<file path="config.mk">
export PLATFORM = sky130hd
export DESIGN_NAME = sedd_queue
export DESIGN_NICKNAME = d
export VERILOG_FILES = /design/src/hdl/sedd_pkg.sv /design/src/hdl/sedd_queue.sv
export SDC_FILE = /design/constraint.sdc
export NUM_CORES = 1
export LEC_CHECK = 0
export ABC_AREA = 1
export BUFFER_PORTS_ARGS = -buffer_cell sky130_fd_sc_hd__buf_2
export CORE_AREA = 2 2 106 118
export CTS_CLUSTER_SIZE = 25
export DETAILED_ROUTE_END_ITERATION = 12
export DIE_AREA = 0 0 108 120
export GPL_ROUTABILITY_DRIVEN = 0
export MAX_ROUTING_LAYER = met4
export PLACE_DENSITY_LB_ADDON = 0.3
export SYNTH_ARGS = -nofsm -noshare
export SYNTH_HDL_FRONTEND = slang
export SYNTH_SLANG_ARGS = --single-unit
</file>
<file path="constraint.sdc">
create_clock -name clk -period 6.77 [get_ports clk]
set_clock_uncertainty 0.15 [all_clocks]
set_input_delay 1.0155 -clock clk [delete_from_list [all_inputs] [get_ports clk]]
set_output_delay 1.0155 -clock clk [all_outputs]
set_load 0.005 [all_outputs]
</file>
<file path="src/hdl/sedd_pkg.sv">
// shared types, constants and helpers of the serpentine error diffusion dither
`timescale 1ns / 1ps

package sedd_pkg;

  localparam int MaxWidth = 4096;
  localparam int ColW     = 12;
  localparam int ErrW     = 16;
  localparam int TagW     = 32;
  localparam int WordW    = TagW + ErrW;

  localparam logic [12:0] RowWidthReset = 13'd640;
  localparam logic [8:0]  ShadeReset    = 9'd2;
  localparam logic [12:0] RowWidthMax   = 13'd4096;
  localparam logic [8:0]  ShadeMax      = 9'd256;
  localparam logic [15:0] Recip255      = 16'd32897;

  typedef enum logic [0:0] {
    CFG_ROW_WIDTH   = 1'b0,
    CFG_SHADE_COUNT = 1'b1
  } cfg_index_t;

  typedef enum logic [3:0] {
    B_CLEAR, B_IDLE, B_RD0, B_RD1, B_MUL, B_RECIP, B_LVL, B_PREP,
    B_QDIV, B_ERR, B_WR0, B_WR1, B_WR2, B_OUT
  } back_state_t;

  typedef struct packed {
    logic [7:0]      pixel;
    logic [ColW-1:0] col;
    logic [ColW-1:0] nbf;
    logic            nbf_ok;
    logic [ColW-1:0] nbb;
    logic            nbb_ok;
    logic            last;
    logic [TagW-1:0] epoch;
  } item_t;

  typedef struct packed {
    logic             we;
    logic [ColW-1:0]  waddr;
    logic [WordW-1:0] wdata;
    logic [ColW-1:0]  raddr_a;
    logic [ColW-1:0]  raddr_b;
  } bank_req_t;

  typedef struct packed {
    logic [WordW-1:0] rdata_a;
    logic [WordW-1:0] rdata_b;
  } bank_rsp_t;

  function automatic logic [ErrW-1:0] sat16(input logic signed [18:0] x);
    logic [ErrW-1:0] r;
    if (x > 19'sd32767) begin
      r = 16'h7fff;
    end else if (x < -19'sd32768) begin
      r = 16'h8000;
    end else begin
      r = x[ErrW-1:0];
    end
    return r;
  endfunction

  function automatic logic signed [18:0] share(input logic signed [17:0] e,
                                               input logic [2:0] k);
    logic signed [22:0] p;
    p = e * $signed({1'b0, k}) + 23'sd8;
    return p[22:4];
  endfunction

endpackage

</file>
<file path="src/hdl/sedd_queue.sv">
// two-word queue between front and back
`timescale 1ns / 1ps

module sedd_queue (
  input  logic            clk,
  input  logic            rst_n,
  input  logic            push_valid,
  output logic            push_ready,
  input  sedd_pkg::item_t push_item,
  output logic            pop_valid,
  input  logic            pop_ready,
  output sedd_pkg::item_t pop_item
);

  sedd_pkg::item_t slot_r [2];
  logic       wp_r, wp_nxt, rp_r, rp_nxt;
  logic [1:0] cnt_r, cnt_nxt;
  logic       do_push, do_pop;

  assign push_ready = (cnt_r != 2'd2);
  assign pop_valid  = (cnt_r != 2'd0);
  assign pop_item   = slot_r[rp_r];
  assign do_push    = push_valid && push_ready;
  assign do_pop     = pop_valid && pop_ready;

  always_comb begin
    wp_nxt  = do_push ? !wp_r : wp_r;
    rp_nxt  = do_pop ? !rp_r : rp_r;
    cnt_nxt = cnt_r + {1'b0, do_push} - {1'b0, do_pop};
  end

  always_ff @(posedge clk) begin
    if (!rst_n) begin
      wp_r  <= 1'b0;
      rp_r  <= 1'b0;
      cnt_r <= 2'd0;
    end else begin
      wp_r  <= wp_nxt;
      rp_r  <= rp_nxt;
      cnt_r <= cnt_nxt;
    end
  end

  always_ff @(posedge clk) begin
    if (do_push) begin
      slot_r[wp_r] <= push_item;
    end
  end

endmodule

</file>
==> results.py <==
metrics = {
    "timing": {
        "min_period_over_period_pct": 48.16,
        "worst_slew_pin_slew_ps": 1118,
        "rsz0062_at_grt": "no",
        "finalHoldViolCount": 0,
        "relSlewSlack_pct": 25.47,
        "fmax_mhz": 306.7,
        "min_period_ps": 3261,
        "layout_setup_ws_ps": 3509,
        "setup_tns_ps": 0,
        "drv_slew": 0,
        "setup_viol": 0,
        "whs_ps": 361.4,
    },
    "yosys": {
        "syn_avg_cell_area_um2": 21.16,
        "yosys.cell_types.count": 13,
        "yosysMostFrequentCell": "edfxtp_1",
        "synthArstFlopShare_pct": 0,
        "syn_inst": 282,
        "syn_area_mm2": 0.005968,
        "ys_warn_count": 0,
        "yosysSeqAreaShare_pct": 81.17,
        "synth_edf_count": 158,
        "netlist.area_leader.share_pct": 79.50,
        "syn-num-nets": 366,
        "ys_top_cells_by_count": "edfxtp_1 (158), mux2_2 (69), nand2_1 (11)",
        "synthFlopType": "edfxtp_1",
        "yosys.area.top_type": "edfxtp_1",
        "synthTopCellsByArea": "edfxtp_1 (79%), mux2_2 (13%), mux2_4 (2.5%)",
        "synth-seq-cells": 163,
    },
    "clocking": {
        "clockRootBuffer": "clkbuf_16",
        "ctsHoldBuffers": 0,
        "clk_latency_ps": 400,
        "clkSinkCount": 163,
        "ctsResizeCount": 0,
        "htreeDepth": 4,
        "path_clk_slew_ps": 60,
        "ctsLongestPathBuffers": 2,
        "cts_setup_buffers": 0,
        "cts_buffers": 17,
        "cts_tree": "yes",
    },
    "setup_path": {
        "critPathLaunchType": "flop",
        "r2r_setup_slack_ps": 4130,
        "path_class": "flop to output pin",
        "crit_fanout": 79,
        "r2r_cells": 5,
        "crit_required_ps": 5600,
        "crit_arrival_ps": 2100,
        "cp-end-kind": "output pin",
        "timing.rr.start": "cnt_r[0]$_SDFF_PN0_",
        "regToRegEndpoint": "slot_r[0][74]$_DFFE_PP_",
    },
    "die": {
        "fp.dieH_um": 120,
        "die_area_mm2": 0.01296,
        "core_area_mm2": 0.01182,
        "ios": 164,
        "std_cell_rows": 42,
        "die-width_um": 108,
        "initial_core_util_pct": 50.48,
    },
    "placed_design": {
        "numPortBuffers": 163,
        "pre_cts_ws_ps": 3466,
        "place_area_mm2": 0.006947,
        "hpwl_um": 6280,
    },
    "hold_path": {
        "hold_start": "rp_r$_SDFFE_PN0P_",
        "whs_endpoint": "rp_r$_SDFFE_PN0P_",
        "worstHoldPathCells": 2,
        "min-delay-path-class": "flop to flop",
    },
    "power": {
        "p_leak_uw": 0.002858,
        "peakVddDrop_v": 0.0001928,
        "clockPowerShare_pct": 33.1,
        "pwr-share-seq_pct": 48.4,
        "p_int_uw": 2145,
        "power_density_mw_per_mm2": 375.7,
        "p_sw_share_pct": 24.32,
        "combinationalPowerShare_pct": 18.5,
        "switchingPower_uw": 689.6,
    },
    "drt": {
        "routed_via_density": 4.880,
        "via_count": 3045,
        "drt_iter0_markers": 92,
        "route.detailed.drc": 0,
        "avgRoutedWirePerCell_um": 15.94,
        "drt_pass1_iterations": 4,
        "ant_nets": 0,
        "wl_um": 9945,
    },
    "status": {
        "run_status": "finished, final reports clean",
    },
    "finish": {
        "syn_to_final_growth_pct": 26.44,
        "nFillCells": 866,
        "final_nets": 541,
        "drive_above_1_share_pct": 59.15,
        "final_area_mm2": 0.007546,
        "antenna_cells": 0,
    },
    "job": {
        "maxCapViolations": 0,
    },
    "global_route": {
        "grt_pass1_wl_um": 15230,
        "grt.total_usage_pct": 16.28,
        "grt_max_degree": 80,
        "grt_antenna_before_repair": 0,
        "first_global_vias": 3237,
        "grt_overflow": 0,
    },
}
==> sequential cells by signal, indices dropped and copies added, names as in the netlist, named ones only <==
name,cells
slot_r,158
rp_r,1
cnt_r,2
wp_r,1
==> worst max-delay path by stage <==
stage	from	slack, ps	depth (start not counted)	end
after detailed placement	push_valid	3470	4	slot_r[0][48]$_DFFE_PP_
after floorplan	push_valid	1620	2	slot_r[1][0]$_DFFE_PP_
after CTS	flop	3460	2	pop_item[6]
after global routing	flop	3390	2	pop_item[6]
after global placement	push_valid	3520	4	slot_r[0][28]$_DFFE_PP_
final	flop	3510	2	pop_item[36]
==> area by class of cell <==
class,instances,area (um2),share of cell area [%]
inverter,7,26.28,0.3482
multi-input combinational,103,1049,13.89
clock inverter,11,128.9,1.708
sequential,163,4848,64.25
clock buffer,21,470.5,6.234
timing repair buffer,165,830.8,11.01
tap,154,192.7,2.553
==> critical path, stage by stage (launching register included) <==
cell	delay, ps
dfxtp_4	1060
mux2_2	430
buf_2	130
==> cell families after synthesis <==
family          synth area share, %
compound gates              0.08378
xor+xnor                     0.1468
flops                         81.17
fa+ha+maj                    0.2096
buf+inv                       1.509
mux                           15.53
simple gates                  1.342
==> power groups by stage <==
stage / Clock (uW) / Sequential [uW] / Combinational [uW]
after floorplan: 0 / 1340 / 363
after global placement: 0 / 1390 / 523
after detailed placement: 0 / 1400 / 533
after CTS: 962 / 1380 / 537
after global routing: 1000 / 1390 / 579
final: 939 / 1370 / 523
==> metrics by stage <==
step / cells / total power [uW] / util [%]
final: 624 / 2835 / 63.82
after global routing: 624 / 2976 / 63.82
after CTS: 624 / 2876 / 63.82
after detailed placement: 592 / 1931 / 58.75
after global placement: 592 / 1913 / 58.75
after floorplan: 282 / 1705 / -
==> routing by layer <==
| layer | track usage [%] | routed length [um] |
|---|---|---|
| met1 | 18.05 | 3898 |
| met2 | 27.67 | 5429 |
| met5 | - | 0 |
| met3 | 4.508 | 512 |
| met4 | 6.651 | 105 |
==> placed cells by master, fill, tap and decap left out <==
cell type,Yosys,final
buf_2,6,163
clkinvlp_4,0,5
clkinv_4,0,3
a21oi_1,1,1
mux2_4,10,10
dfxtp_1,5,4
bufinv_16,0,2
clkinv_2,0,1
edfxtp_1,158,158
buf_4,0,2
nor2_1,9,7
nand3_1,1,1
mux2_2,69,69
nand2_1,11,11
clkbuf_1,0,1
xnor2_1,1,1
inv_1,7,7
clkbuf_8,0,3
nor2_4,0,2
clkbuf_16,0,17
dfxtp_4,0,1
ha_1,1,1
Power figures use the tool's default switching activity.
