<file path="config.mk">
export PLATFORM = sky130hd
export DESIGN_NAME = sedd_front
export DESIGN_NICKNAME = d
export VERILOG_FILES = /design/src/hdl/sedd_pkg.sv /design/src/hdl/sedd_front.sv
export SDC_FILE = /design/constraint.sdc
export NUM_CORES = 1
export LEC_CHECK = 0
export CORE_MARGIN = 5
export CORE_UTILIZATION = 55
export CTS_CLUSTER_DIAMETER = 40
export DETAILED_ROUTE_END_ITERATION = 12
export DONT_BUFFER_PORTS = 1
export PLACE_DENSITY_LB_ADDON = 0.3
export SLEW_MARGIN = 5
export SYNTH_ARGS = -nofsm -noshare
export SYNTH_HDL_FRONTEND = slang
export SYNTH_SLANG_ARGS = --single-unit
</file>
<file path="constraint.sdc">
create_clock -name clk -period 5.93 [get_ports clk]
set_clock_uncertainty 0.05 [all_clocks]
set_input_delay 0.2965 -clock clk [delete_from_list [all_inputs] [get_ports clk]]
set_output_delay 0.2965 -clock clk [all_outputs]
set_load 0.01 [all_outputs]
</file>
<file path="src/hdl/sedd_pkg.sv">
// shared types, constants and helpers of the serpentine error diffusion dither
`timescale 1ns / 1ps

package sedd_pkg;

  localparam int MaxWidth = 4096;
  localparam int ColW     = 12;
  localparam int ErrW     = 16;
  localparam int TagW     = 32;
  localparam int WordW    = TagW + ErrW;

  localparam logic [12:0] RowWidthReset = 13'd640;
  localparam logic [8:0]  ShadeReset    = 9'd2;
  localparam logic [12:0] RowWidthMax   = 13'd4096;
  localparam logic [8:0]  ShadeMax      = 9'd256;
  localparam logic [15:0] Recip255      = 16'd32897;

  typedef enum logic [0:0] {
    CFG_ROW_WIDTH   = 1'b0,
    CFG_SHADE_COUNT = 1'b1
  } cfg_index_t;

  typedef enum logic [3:0] {
    B_CLEAR, B_IDLE, B_RD0, B_RD1, B_MUL, B_RECIP, B_LVL, B_PREP,
    B_QDIV, B_ERR, B_WR0, B_WR1, B_WR2, B_OUT
  } back_state_t;

  typedef struct packed {
    logic [7:0]      pixel;
    logic [ColW-1:0] col;
    logic [ColW-1:0] nbf;
    logic            nbf_ok;
    logic [ColW-1:0] nbb;
    logic            nbb_ok;
    logic            last;
    logic [TagW-1:0] epoch;
  } item_t;

  typedef struct packed {
    logic             we;
    logic [ColW-1:0]  waddr;
    logic [WordW-1:0] wdata;
    logic [ColW-1:0]  raddr_a;
    logic [ColW-1:0]  raddr_b;
  } bank_req_t;

  typedef struct packed {
    logic [WordW-1:0] rdata_a;
    logic [WordW-1:0] rdata_b;
  } bank_rsp_t;

  function automatic logic [ErrW-1:0] sat16(input logic signed [18:0] x);
    logic [ErrW-1:0] r;
    if (x > 19'sd32767) begin
      r = 16'h7fff;
    end else if (x < -19'sd32768) begin
      r = 16'h8000;
    end else begin
      r = x[ErrW-1:0];
    end
    return r;
  endfunction

  function automatic logic signed [18:0] share(input logic signed [17:0] e,
                                               input logic [2:0] k);
    logic signed [22:0] p;
    p = e * $signed({1'b0, k}) + 23'sd8;
    return p[22:4];
  endfunction

endpackage

</file>
<file path="src/hdl/sedd_front.sv">
// front end: takes pixels, tracks column, direction and row epoch
`timescale 1ns / 1ps

module sedd_front (
  input  logic                clk,
  input  logic                rst_n,
  input  logic                in_valid,
  output logic                in_ready,
  input  logic [7:0]          in_pixel_in,
  input  logic                in_first_of_image,
  input  logic [12:0]         w_eff,
  input  logic                clearing,
  output logic                push_valid,
  input  logic                push_ready,
  output sedd_pkg::item_t     push_item
);

  logic [sedd_pkg::ColW-1:0] cp_r, cp_nxt;
  logic                      dir_r, dir_nxt;
  logic [sedd_pkg::TagW-1:0] ep_r, ep_nxt;

  logic [sedd_pkg::ColW-1:0] cp_start, cp_use, wm1, col;
  logic                      dir_start;
  logic [sedd_pkg::TagW-1:0] ep_start;
  logic [12:0]               wm1_full;
  logic                      last;

  assign in_ready   = push_ready && !clearing;
  assign push_valid = in_valid && !clearing;

  always_comb begin
    cp_start  = in_first_of_image ? '0 : cp_r;
    dir_start = in_first_of_image ? 1'b0 : dir_r;
    ep_start  = in_first_of_image ? ep_r + 32'd2 : ep_r;
    cp_use    = ({1'b0, cp_start} >= w_eff) ? '0 : cp_start;
    wm1_full  = w_eff - 13'd1;
    wm1       = wm1_full[sedd_pkg::ColW-1:0];
    col       = dir_start ? (wm1 - cp_use) : cp_use;
    last      = (cp_use == wm1);

    push_item.pixel = in_pixel_in;
    push_item.col   = col;
    push_item.last  = last;
    push_item.epoch = ep_start;
    if (!dir_start) begin
      push_item.nbf    = col + 12'd1;
      push_item.nbf_ok = (col != wm1);
      push_item.nbb    = col - 12'd1;
      push_item.nbb_ok = (col != '0);
    end else begin
      push_item.nbf    = col - 12'd1;
      push_item.nbf_ok = (col != '0);
      push_item.nbb    = col + 12'd1;
      push_item.nbb_ok = (col != wm1);
    end

    cp_nxt  = cp_r;
    dir_nxt = dir_r;
    ep_nxt  = ep_r;
    if (in_valid && in_ready) begin
      if (last) begin
        cp_nxt  = '0;
        dir_nxt = !dir_start;
        ep_nxt  = ep_start + 32'd1;
      end else begin
        cp_nxt  = cp_use + 12'd1;
        dir_nxt = dir_start;
        ep_nxt  = ep_start;
      end
    end
  end

  always_ff @(posedge clk) begin
    if (!rst_n) begin
      cp_r  <= '0;
      dir_r <= 1'b0;
      ep_r  <= '0;
    end else begin
      cp_r  <= cp_nxt;
      dir_r <= dir_nxt;
      ep_r  <= ep_nxt;
    end
  end

endmodule

</file>
==> results of run 1 <==
[power breakdown]
| part | internal, mW | switching (mW) |
|---|---|---|
| sequential | 0.303 | 0.00115 |
| combinational | 0.0432 | 0.0783 |
| clock | 0.0838 | 0.121 |
| total | 0.430 | 0.201 |
[registers in the layout, indices dropped and copies added (netlist names)]
signal / count
cp_r: 12
ep_r: 32
dir_r: 1
[per-layer routing]
| metal | routed length [µm] | vias up | global-route usage |
|---|---|---|---|
| met5 | 0 | - | 0 |
| met4 | 317 | 0 | 0.0728 |
| met3 | 1790 | 29 | 0.0597 |
| met2 | 8270 | 301 | 0.434 |
| met1 | 8720 | 2967 | 0.413 |
| li1 | - | 2973 | - |
[area by class of cell]
| class | instances | area [µm²] |
|---|---|---|
| repair buffers | 18 | 135 |
| inverters | 33 | 124 |
| well taps | 140 | 175 |
| fillers | 1101 | 4650 |
| multi-input cells | 714 | 4670 |
| clock buffers | 5 | 68.8 |
| flip-flops and latches | 45 | 901 |
| clock inverters | 3 | 21.3 |
[worst min-delay path by stage]
stage / end / slack (ps) / cells past startpoint
after floorplan: ep_r[10] / 370 / 1
after detailed placement: ep_r[7] / 380 / 1
final: ep_r[11] / 40 / 1
after global placement: ep_r[10] / 370 / 1
after global routing: ep_r[7] / 20 / 1
after CTS: ep_r[7] / 30 / 1
[per-stage QoR]
stage               TNS (ps)  area [µm²]  utilization
floorplan                  0        5960            -
global placement           0        5970        0.555
detailed placement         0        5970        0.555
CTS                        0        6060        0.564
global route           -44.2        6100        0.567
finish                     0        6100        0.567
[synth_stat cells (21+ instances only)]
cell type	number
ha_1	30
inv_1	32
a21oi_1	43
nand2_1	88
o21ai_0	41
nor2b_1	21
xnor2_1	64
nor3_1	29
nor2_1	87
clkbuf_1	43
xor2_1	45
dfxtp_1	45
nand3_1	50
[logic make-up after synthesis]
logic type | share of synthesized area
DFF | 0.151
xor gates and xnor gates | 0.163
AOI/OAI and AO/OA | 0.187
adders and majority gates | 0.0664
muxes | 0.00841
and+or+nand+nor | 0.352
buffers and inverters | 0.0723
[timing repair]
item / in CTS / in global routing
hold buffers: 0 / 0
resized for setup: 0 / 11
setup endpoints to repair: 0 / 8
[layout by cell type, fill, tap and decap left out, types with 13 or more instances in the layout]
cell	netlist	routed
nor3_1	29	28
a21oi_1	43	43
nor2_1	87	86
nor2b_1	21	17
nand2_1	88	88
and2_1	13	13
nor4_1	20	19
ha_1	30	29
a31oi_1	13	13
nand3_1	50	50
nand4_1	15	15
inv_1	32	32
xor2_1	45	45
dfxtp_1	45	45
buf_4	11	18
xnor2_1	64	64
o21ai_0	41	41
==> run_results.csv, run 1 <==
group,metric,value,unit
clock_tree,htree_levels,2,
power,peakVddDrop,169,µV
route,drc_errors,0,
clock_tree,cts_tree,"built",
global_routing,grt_first_pass_wirelength,30300,µm
critical_path,critPathTopFamily,"simple AND/OR/NAND/NOR gates",
flow_run,max_cap_violations,0,
placement,io_buffers,0,
global_routing,gr-total-overflow,0,
critical_path,critPathMaxStageDelay,450,ps
sta,slew_headroom,0.294,
floorplan,die_h,114,µm
sta,tightest_slew,1050,ps
global_routing,antenna_found_initial,0,
sta,hold_ws,39.2,ps
logic_synthesis,synth_area_leader_cell,"dfxtp_1",
logic_synthesis,synthFlopType,"dfxtp_1",
critical_path,crit_path_max_fanout,10,
critical_path,r2r-end,"ep_r[26]",
logic_synthesis,async_flop_share,0,
sta,period_minus_slack,5550,ps
layout,fin_cells,958,
logic_synthesis,synth_area_leaders,"dfxtp_1 15%, xnor2_1 9.4%, xor2_1 6.6%",
clock_tree,cts_setup_buffers,0,
route,ant_nets,0,
logic_synthesis,netlist_instances,859,
logic_synthesis,seq_area_frac_synth,0.151,
logic_synthesis,syn_avg_cell_area,6.93,µm²
global_routing,grt_max_degree,40,
clock_tree,cts_sinks,45,
sta,finalSetupViolCount,0,
floorplan,start_util,0.554,
global_routing,groute.usage.overall,0.286,
placement,gp_congestion,1.00,
global_routing,grt_pass1_vias,5796,
sta,slew_viol_final,0,
clock_tree,clk_pin_slew_worst_paths,100,ps
critical_path,endpoint,"push_item[44]",
placement,post-dp-hpwl,14800,µm
placement,dp.cells,950,
route,wl_per_cell,19.9,µm
critical_path,path_class,"reg2out",
logic_synthesis,synth-edff-count,0,
floorplan,die_x,114,µm
critical_path,critical_path_buf_inv_count,1,
layout,fin_nets,875,
critical_path,crit_cells,19,
critical_path,worstPathRequired,5580,ps
route,drtIter0Drc,788,
layout,syn_to_final_growth,2.40,%
power,powerDensity,103,nW/µm²
clock_tree,cts_made_buffers,5,
sta,max_freq,180,MHz
route,detail_route.vias_per_cell,6.54,
clock_tree,cts_max_path_buffers,2,
logic_synthesis,ys_types,72,
outcome,outcome,"finished clean",
critical_path,crit_chain,"nor2b_1 > ha_1 > a211oi_1 > o21ai_0 > nand4_1 > buf_4 > nand2_2 > nor2_1 > nand2_1 > ha_1 > nor2b_1 > o221a_2 > or3_1 > a32oi_2 > a21oi_1 > nor4_4 > nor2b_2 > a31oi_1 > xnor2_1",
logic_synthesis,syn_area,5950,µm²
logic_synthesis,ys_ff_latch,45,
critical_path,rr_startpoint,"cp_r[10]",
power,p_leak,2.16,nW
critical_path,cp_slowest_cell,"dfxtp_1",
floorplan,io_pins,108,
floorplan,coreArea,10700,µm²
critical_path,critPathCaptureType,"output pin",
sta,setup_ws,376,ps
placement,pre_cts_ws,385,ps
route,drt-total-wl,19100,µm
critical_path,rrSetupSlack,940,ps
layout,n_antenna_cell,0,
min_path,hold_path.class,"in2reg",
logic_synthesis,yosys_warnings,0,
floorplan,die_area,13000,µm²
critical_path,r2r_cells,18,
clock_tree,cts_root_buf,"clkbuf_8",
route,vias,6270,
sta,hold_violations,0,
critical_path,startpoint,"cp_r[4]",
power,power,0.630,mW
layout,drive_above_1_share,0.0672,
logic_synthesis,yosysTopAreaCellShare,0.151,
sta,period_share,0.937,
route,first_pass_iters,6,
logic_synthesis,syn_nets,917,
min_path,hp-start,"rst_n",
sta,rsz0062_at_grt,"yes",
clock_tree,clk_latency,320,ps
critical_path,cp-start-kind,"register",
critical_path,arrival,5210,ps
floorplan,num_rows,38,
(Power assumes the default switching activity.)
==> run 2, diff against run 1 <==
--- a/config.mk
+++ b/config.mk
@@ -5,6 +5,7 @@
 export SDC_FILE = /design/constraint.sdc
 export NUM_CORES = 1
 export LEC_CHECK = 0
+export CORE_ASPECT_RATIO = 0.75
 export CORE_MARGIN = 5
 export CORE_UTILIZATION = 55
 export CTS_CLUSTER_DIAMETER = 40
==> run 2 against run 1 <==
Effect of this change: fmax decreased by 3.4%; hold slack improved by 35 ps; wire length fell by 3.2%; design area rose by 1.7%; clock-buffer cell count rose by 2; power grew 17%; non-clock buffer count grew 3; sequential power is essentially flat; global-route usage is 1.0 points lower; critical path depth up 1; critical path type unchanged; critical endpoint is now push_item[33]; largest cell class unchanged.
==> run_results.csv, run 2 (synthesized netlist as in run 1, its figures left out) <==
group,metric,value,unit
critical_path,arrival,5400,ps
layout,syn_to_final_growth,4.10,%
layout,n_antenna_cell,0,
flow_run,max_cap_violations,0,
floorplan,die_area,13000,µm²
clock_tree,clk_pin_slew_worst_paths,60,ps
power,peakVddDrop,115,µV
clock_tree,clk_latency,300,ps
layout,layout_commonest_cell,"nand2_1",
placement,io_buffers,0,
outcome,outcome,"finished clean",
critical_path,cp_slowest_cell,"dfxtp_1",
critical_path,path_class,"reg2out",
floorplan,start_util,0.570,
route,ant_nets,0,
route,drt-total-wl,18500,µm
floorplan,die_h,100,µm
route,vias,6368,
critical_path,critPathCaptureType,"output pin",
layout,fin_nets,878,
sta,period_minus_slack,5750,ps
floorplan,num_rows,32,
sta,setup_ws,180,ps
critical_path,crit_chain,"nor2b_2 > ha_1 > a211oi_1 > nor3_1 > nor3_2 > buf_4 > nand2_2 > nor2_2 > nand2_1 > ha_1 > nor2b_1 > o221a_2 > or3_1 > a32oi_2 > a21oi_2 > nor4_4 > buf_4 > and4_1 > nor4bb_1 > a21oi_1",
placement,post-dp-hpwl,14200,µm
critical_path,worstPathRequired,5580,ps
sta,finalSetupViolCount,0,
clock_tree,cts_max_path_buffers,2,
route,wl_per_cell,19.3,µm
global_routing,groute.usage.overall,0.276,
global_routing,antenna_found_initial,0,
route,drtIter0Drc,882,
sta,finalSetupTns,0,ps
global_routing,gr-total-overflow,0,
layout,reg.largest.list,"ep_r x32, cp_r x12, dir_r x1",
global_routing,grt_max_degree,39,
floorplan,coreArea,10500,µm²
layout,utilization,0.593,
sta,max_freq,174,MHz
layout,drive_above_1_share,0.0743,
placement,pre_cts_ws,208,ps
layout,stdcell_area,6200,µm²
clock_tree,cts_sinks,45,
route,first_pass_iters,9,
floorplan,io_pins,108,
floorplan,die_x,130,µm
critical_path,critPathMaxStageDelay,380,ps
min_path,hold_path.class,"in2reg",
sta,hold_violations,0,
layout,largest_reg_flops,32,
critical_path,cp-start-kind,"register",
layout,regMostFlops,"ep_r",
clock_tree,cts_root_buf,"clkbuf_16",
global_routing,grt_pass1_vias,5553,
placement,gp_congestion,0.981,
critical_path,crit_path_max_fanout,9,
route,drc_errors,0,
sta,rsz0062_at_grt,"no",
clock_tree,cts_made_buffers,5,
power,p_leak,2.21,nW
layout,final_cell_mix,"88 x nand2_1, 85 x nor2_1, 64 x xnor2_1",
placement,dpl_cell_area,5970,µm²
power,power,0.734,mW
global_routing,grt_first_pass_wirelength,29400,µm
clock_tree,htree_levels,2,
sta,tightest_slew,1050,ps
clock_tree,cts_tree,"built",
sta,slew_headroom,0.297,
sta,period_share,0.970,
route,detail_route.vias_per_cell,6.65,
sta,slew_viol_final,0,
power,powerDensity,118,nW/µm²
-- run 2: cell count changes in the layout (fill, tap and decap cells not counted), sizes merged --
| cell | delta |
|---|---|
| clkbuf | +2 |
| clkinvlp | -1 |
| inv | -2 |
| buf | +3 |
| clkinv | +1 |
-- run 2: repair_timing --
| item | CTS | global route |
|---|---|---|
| endpoints found under the setup margin | 5 | 10 |
| setup buffers | 0 | 2 |
| resized for setup | 2 | 12 |
| pin swaps | 0 | 2 |
| hold buffers | 0 | 0 |
-- run 2: layer usage --
metal,GRT usage,wire length [µm]
met2,0.365,7340
met5,0,0
met1,0.431,8410
met4,0.0351,144
met3,0.0973,2610
-- run 2: metrics by stage --
stage	hold slack (ps)	std cells
2_1_floorplan	368	859
3_3_place_gp	370	947
3_5_place_dp	372	947
4_1_cts	71.5	955
5_1_grt	73.0	957
6_report	74.5	957
-- run 2: cell type report --
type / instances / area (µm²)
multi-input cells: 714 / 4690
fillers: 978 / 4250
well taps: 136 / 170
flip-flops and latches: 45 / 901
clock inverters: 1 / 5.00
inverters: 33 / 124
repair buffers: 21 / 158
clock buffers: 7 / 153
-- run 2: worst paths after layout --
| kind | from | end | slack (ps) | cells past startpoint |
|---|---|---|---|---|
| worst max-delay path | cp_r[10] | push_item[33] | 180 | 20 |
| worst max register to register | cp_r[10] | ep_r[24] | 870 | 19 |
| worst min-delay path | rst_n | ep_r[11] | 70 | 1 |
| worst min register to register | cp_r[2] | cp_r[2] | 400 | 2 |
-- run 2: worst max-delay path, delay by kind of cell (launching register included) --
family          cells  cell delay (ps)
compound gates      5             1130
fa+ha+maj           2              610
buf+inv             2              410
flops               1              380
simple gates       11             2560
-- run 2: power breakdown --
| part | leakage [nW] | internal [mW] | switching (mW) |
|---|---|---|---|
| registers | 0.362 | 0.303 | 0.00122 |
| clock network | 0.0799 | 0.179 | 0.126 |
| logic | 1.77 | 0.0442 | 0.0815 |
